<file path="src/rtl/imhq_pkg.sv">
package imhq_pkg;

  localparam int CAPACITY   = 256;
  localparam int IDX_W      = $clog2(CAPACITY);
  localparam int CNT_W      = IDX_W + 1;
  localparam int PRIO_W     = 32;
  localparam int PAY_W      = 32;
  localparam int KIND_W     = 2;
  localparam int STATUS_W   = 2;
  localparam int HANDLE_W   = 8;

  // The free-slot search looks at one group of live bits per cycle.
  localparam int SCAN_GW     = 16;
  localparam int SCAN_GROUPS = CAPACITY / SCAN_GW;
  localparam int SCAN_SEL_W  = $clog2(SCAN_GROUPS);
  localparam int SCAN_OFF_W  = $clog2(SCAN_GW);

  typedef enum logic [KIND_W-1:0] {
    KIND_INSERT  = 2'd0,
    KIND_EXTRACT = 2'd1,
    KIND_UPDATE  = 2'd2,
    KIND_NONE    = 2'd3
  } kind_t;

  typedef enum logic [STATUS_W-1:0] {
    ST_OK    = 2'd0,
    ST_FULL  = 2'd1,
    ST_EMPTY = 2'd2,
    ST_DEAD  = 2'd3
  } status_t;

  typedef enum logic [4:0] {
    S_IDLE,
    S_DISPATCH,
    S_INS_SCAN,
    S_UP_CHK,
    S_UP_SLOT,
    S_UP_CMP,
    S_PLACE,
    S_EX_ROOT,
    S_EX_DATA,
    S_EX_LAST,
    S_EX_LPRIO,
    S_DN_CHK,
    S_DN_LEFT,
    S_DN_LCMP,
    S_DN_RCMP,
    S_DN_MOVE,
    S_UD_READ,
    S_RESULT
  } state_t;

  typedef struct packed {
    logic             start;
    logic             set_en;
    logic [IDX_W-1:0] set_slot;
    logic             clr_en;
    logic [IDX_W-1:0] clr_slot;
    logic [IDX_W-1:0] query_slot;
  } scan_ctrl_t;

  typedef struct packed {
    logic             busy;
    logic             done;
    logic [IDX_W-1:0] slot;
    logic             query_live;
  } scan_stat_t;

endpackage

</file>
<file path="src/rtl/imhq_free_scan.sv">
module imhq_free_scan (
  input  logic                 clk,
  input  logic                 rst_n,
  input  imhq_pkg::scan_ctrl_t ctrl,
  output imhq_pkg::scan_stat_t stat
);
  import imhq_pkg::*;

  logic [CAPACITY-1:0]   live_r;
  logic                  busy_r;
  logic [SCAN_SEL_W-1:0] grp_r;
  logic [SCAN_GW-1:0]    grp_bits;
  logic                  found;
  logic [SCAN_OFF_W-1:0] offset;

  assign grp_bits = live_r[grp_r*SCAN_GW +: SCAN_GW];

  // Lowest clear bit of the current group.
  always_comb begin
    found  = 1'b0;
    offset = '0;
    for (int i = SCAN_GW - 1; i >= 0; i--) begin
      if (!grp_bits[i]) begin
        found  = 1'b1;
        offset = SCAN_OFF_W'(i);
      end
    end
  end

  always_ff @(posedge clk) begin
    if (!rst_n) begin
      live_r <= '0;
      busy_r <= 1'b0;
      grp_r  <= '0;
    end else begin
      if (ctrl.set_en) live_r[ctrl.set_slot] <= 1'b1;
      if (ctrl.clr_en) live_r[ctrl.clr_slot] <= 1'b0;
      if (ctrl.start) begin
        busy_r <= 1'b1;
        grp_r  <= '0;
      end else if (busy_r) begin
        if (found) busy_r <= 1'b0;
        else       grp_r  <= grp_r + 1'b1;
      end
    end
  end

  assign stat.busy       = busy_r;
  assign stat.done       = busy_r && found;
  assign stat.slot       = {grp_r, offset};
  assign stat.query_live = live_r[ctrl.query_slot];
endmodule

</file>
<file path="config.mk">
export PLATFORM = sky130hd
export DESIGN_NAME = imhq_free_scan
export DESIGN_NICKNAME = d
export VERILOG_FILES = /design/src/rtl/imhq_pkg.sv /design/src/rtl/imhq_free_scan.sv
export SDC_FILE = /design/constraint.sdc
export NUM_CORES = 1
export LEC_CHECK = 0
export BUFFER_PORTS_ARGS = -buffer_cell sky130_fd_sc_hd__buf_2
export CORE_MARGIN = 2
export CORE_UTILIZATION = 35
export CTS_CLUSTER_SIZE = 28
export DETAILED_ROUTE_END_ITERATION = 6
export PLACE_DENSITY = 0.51
export SETUP_SLACK_MARGIN = 0.5
export SLEW_MARGIN = 20
export SYNTH_ARGS = -nofsm -noshare
export SYNTH_HDL_FRONTEND = slang
export SYNTH_SLANG_ARGS = --single-unit
</file>
<file path="constraint.sdc">
create_clock -name clk -period 4.25 [get_ports clk]
set_clock_uncertainty 0.15 [all_clocks]
set_input_delay 0.85 -clock clk [delete_from_list [all_inputs] [get_ports clk]]
set_output_delay 0.85 -clock clk [all_outputs]
set_load 0.01 [all_outputs]
</file>
**Word-level counts from Yosys, hierarchy flattened**

Cells that the tools add are included.

- Register bits after elaboration: 261
- Bits in latches: 0
- Bits in writable memories: 0
- Memory bits (read-only): 0
- Memories: 0

- $add $sub $neg: 1
- $mul: 0
- Divide/modulo/power cells: 0
- Magnitude comparators: 5
- Equal/unequal tests: 0
- Shift operators: 1
- Multiplexer cells: 44
- Bitwise logic cells: 5
- Reductions and logical operators: 5

Operators with widths:

| kind | count |
|---|---|
| 256-bit two-way mux | 3 |
| 256-bit bitwise AND | 1 |
| 256-bit inverter | 1 |
| 256-bit bitwise OR | 1 |
| 256-bit by 9-bit variable part select with 16-bit output | 1 |
| 4-bit two-way mux | 16 |
| 8-bit by 9-bit less-than comparator with 1-bit output (second input constant) | 3 |
| 1-bit two-way mux | 22 |
| 1-bit demux with 8-bit select | 2 |
| 8-bit by 1-bit >= comparator with 1-bit output (second input constant) | 2 |
| 1-bit binary-select mux with 8-bit select | 1 |
| 4-bit by 1-bit adder with 4-bit output (second input constant) | 1 |
| 1-bit logical AND | 3 |
| 1-bit inverter | 2 |
| 2-bit AND reduction | 1 |
| 2-bit OR reduction | 1 |

**Depth between registers and ports, before layout**

- Depth after elaboration: 20
- Gate-level depth with buffers: 13
- Depth with buffers taken out: 7

**Worst setup path before layout**

No wires, ideal clock.

- Path type: input to output
- From: in ctrl[0] (netlist name)
- To: out stat[0] (netlist name)
- Arrival: 3499 ps
- Data required time: 3250 ps
- Setup slack: -249 ps
- Cell stages on the path: 9
- Path through: buf_2 -> buf_2 -> buf_2 -> buf_1 -> mux4_2 -> mux4_2 -> a22oi_1 -> nand2_1 -> mux4_2

RTL lines:

| what | RTL line | RTL |
|---|---|---|
| start, declared | imhq_free_scan.sv:4 | `input imhq_pkg::scan_ctrl_t ctrl,` |
| end, declared | imhq_free_scan.sv:5 | `output imhq_pkg::scan_stat_t stat` |

==> impl_metrics.py <==
metrics = {
    "pwr": {
        "power_frac_seq_pct": 43.9,
        "clock_power_share_pct": 49.2,
        "internal_power_mw": 4.22,
        "pwr-share-comb_pct": 6.9,
        "p_switching_mw": 1.37,
        "total_power_mw": 5.59,
        "p_leak_nw": 5.49,
        "swShare_pct": 24.6,
        "vdd_ir_drop_max_mv": 0.289,
        "p_per_area_nw_per_um2": 335,
    },
    "cells_and_area": {
        "layout_common_cells": "277 x nor2_1, 258 x dfxtp_1, 256 x o21ai_0",
        "multiInputGateArea_um2": 8510,
        "nFillCells": 3991,
        "drive_gt1_share_pct": 23.4,
        "syn_to_final_growth_pct": 16.4,
        "regArea_um2": 5240,
        "fin_cells": 2129,
        "finalNetCount": 1606,
        "layout_commonest_cell": "nor2_1",
        "antenna_cells": 0,
    },
    "timing": {
        "setup_viol": 1,
        "fin_crit_ns": 4.34,
        "fin_ws_ns": -0.0858,
        "setup_tns_ns": -0.0858,
        "maxSlewHeadroom_pct": 24.1,
        "maxClockFrequency_mhz": 231,
        "rsz0062_at_grt": "yes",
        "hold_violations": 0,
        "worst_slew_pin_slew_ns": 1.14,
        "slew_viol_final": 0,
        "finalCritPeriodShare_pct": 102,
    },
    "clocking": {
        "cts_tree": "done",
        "numCtsBuffers": 30,
        "clkLatencyLatePin_ns": 0.59,
        "htreeDepth": 1,
        "cts_hold_buffers": 0,
        "cts.sinks": 261,
        "cts_max_path_buffers": 3,
        "clk_pin_slew_ns": 0.06,
        "cts_root_buf": "clkbuf_16",
    },
    "synthesis": {
        "syn_avg_cell_area_um2": 9.08,
        "yosysUniqueCellTypes": 52,
        "synthCells": 1579,
        "netlist_area_um2": 14300,
        "ys_ff_latch": 261,
        "seq_area_frac_synth_pct": 36.4,
        "ys_warn_count": 0,
        "synth_nets": 1609,
    },
    "placed_design": {
        "dp_cells": 2045,
        "hpwlAfterDp_um": 39300,
        "finalWeightedCongestion": 0.948,
        "port_buffers": 39,
    },
    "global_routing": {
        "grtUsageTotal_pct": 26.2,
        "top_usage_layer": "met2",
        "antenna_found_initial": 0,
        "grt_util_met1_pct": 36.3,
        "grt_use_met2_pct": 42.6,
        "grt_max_degree": 120,
        "grt_pass1_wl_um": 83200,
        "met3_usage_pct": 3.26,
        "grt_pass1_vias": 12300,
        "grt-ovfl-total": 0,
    },
    "die": {
        "rows": 74,
        "coreArea_um2": 40600,
        "initial_core_util_pct": 35.3,
        "die_area_um2": 42600,
        "die_width_um": 206,
        "die_h_um": 206,
        "io_pins": 40,
    },
    "critical_path": {
        "worstSetupEndpointType": "output port",
        "cp_slowest_cell": "mux4_2",
        "path_cells": "buf_12 > buf_12 > mux4_2 > mux4_2 > mux4_2 > mux4_2 > buf_6",
        "r2r_end": "grp_r[3]",
        "crit_arrival_ns": 3.34,
        "cp_common_cell": "mux4_2",
        "reg2reg_from": "grp_r[3]",
        "startpoint_type": "primary input",
        "required_ns": 3.25,
        "crit_type": "in2out",
        "slowest_delay_ns": 0.55,
        "regToRegSetupSlack_ns": 0.90,
        "r2r_cells": 8,
        "critPathMaxFanout": 8,
    },
    "routing": {
        "drcViolationCount": 0,
        "vias": 13100,
        "dr.pass1.iters": 5,
        "finalWirelength_um": 55700,
        "drtIter0Drc": 1573,
        "ant_nets": 0,
        "wire_per_inst_um": 26.2,
        "via_per_inst": 6.14,
    },
    "run_status": {
        "violations": "setup timing",
        "status": "finished, violations left",
    },
    "hold_path": {
        "whs_path_depth": 2,
        "hp-class": "in2reg",
        "hold_end": "busy_r",
        "holdCritStartpoint": "ctrl[26]",
    },
    "flow_run": {
        "cap_violations": 0,
    },
}
==> cell type report <==
type	count	area share, %
repair buffers	130	7.35
flip-flops and latches	261	31.4
well taps	532	3.99
multi-input cells	1150	51.0
clock inverters	10	0.825
clock buffers	43	5.40
inverters	3	0.0675
==> state kept, by name, summed over array words and instances (netlist names) <==
register / cells
busy_r: 1
live_r: 256
grp_r: 4
==> power groups by stage <==
stage | Clock [mW] | Sequential (mW) | Combinational, mW
2_1_floorplan | 0 | 2.51 | 0.239
3_3_place_gp | 0 | 2.51 | 0.359
3_5_place_dp | 0 | 2.51 | 0.365
4_1_cts | 2.78 | 2.46 | 0.373
5_1_grt | 2.86 | 2.46 | 0.417
6_report | 2.75 | 2.46 | 0.386
==> worst max-delay path by stage <==
stage                     depth (start not counted)    start       to  slack (ns)
final                                             7  ctrl[0]  stat[0]       -0.09
after detailed placement                          8  ctrl[1]  stat[0]       -0.22
after global placement                            8  ctrl[1]  stat[0]       -0.17
after global routing                              7  ctrl[0]  stat[0]       -0.12
after CTS                                         7  ctrl[0]  stat[0]       -0.09
after floorplan                                   6  ctrl[0]  stat[0]        0.25
==> kinds of logic (layout without fill, tap and decap cells) <==
group           after synthesis  count (layout)  synth area share, %
flops                       261             261                 36.4
buf+inv                     168             186                 5.55
mux                         156             156                 24.2
fa+ha+maj                     1               1               0.0872
simple gates                434             434                 13.2
compound gates              559             559                 20.5
==> worst max-delay path: cells and delay by family <==
family	cells	cell delay, ns
muxes	4	2.06
buffers and inverters	3	0.41
==> Yosys cell counts (all sizes together) <==
cell type / n / area, um2
o21a: 1 / 7.51
a21bo: 1 / 10.0
nand2b: 6 / 37.5
nor2b: 19 / 119
a211oi: 2 / 15.0
nand3: 26 / 135
o21ai: 260 / 1300
nor2: 278 / 1040
inv: 3 / 11.3
a21oi: 244 / 1220
nor4: 1 / 6.26
nor3: 10 / 50.1
or4b: 1 / 13.8
or4: 2 / 15.0
nor4b: 1 / 8.76
ha: 1 / 12.5
mux4: 148 / 3390
and4: 1 / 8.76
and2: 10 / 63.8
or3: 1 / 6.26
o311ai: 2 / 17.5
and2b: 1 / 10.0
mux2i: 8 / 80.1
clkbuf: 134 / 524
a32o: 1 / 10.0
a22oi: 16 / 120
and3: 18 / 113
nand2: 45 / 171
nand4: 13 / 81.3
a221oi: 6 / 58.8
buf: 31 / 260
dfxtp: 261 / 5230
or2b: 1 / 8.76
a22o: 2 / 17.5
o41ai: 1 / 8.76
o31ai: 3 / 22.5
a21boi: 2 / 18.8
a31oi: 18 / 113
==> what timing repair did <==
| action | CTS | global route |
|---|---|---|
| endpoints found under the setup margin | 6 | 6 |
| setup buffers | 22 | 6 |
| gates resized for setup | 70 | 24 |
| cloned | 2 | 1 |
| pin swaps | 14 | 17 |
==> metal layers <==
metal  vias to the layer above  share of wire [%]
li1                       5805                  -
met1                      6491                 42
met2                       664                 47
met3                       105                8.3
met4                         0                3.1
met5                         -                  0
==> stage by stage <==
step                worst slack, ns  instance area, um2  hold WS, ns  util [%]
global route                 -0.125               16700        0.371      41.1
CTS                         -0.0879               16500        0.342      40.7
floorplan                     0.247               14400        0.310         -
global placement             -0.171               15000        0.342      36.9
detailed placement           -0.219               15000        0.345      36.9
finish                      -0.0858               16700        0.359      41.1
(Power assumes the default switching activity.)
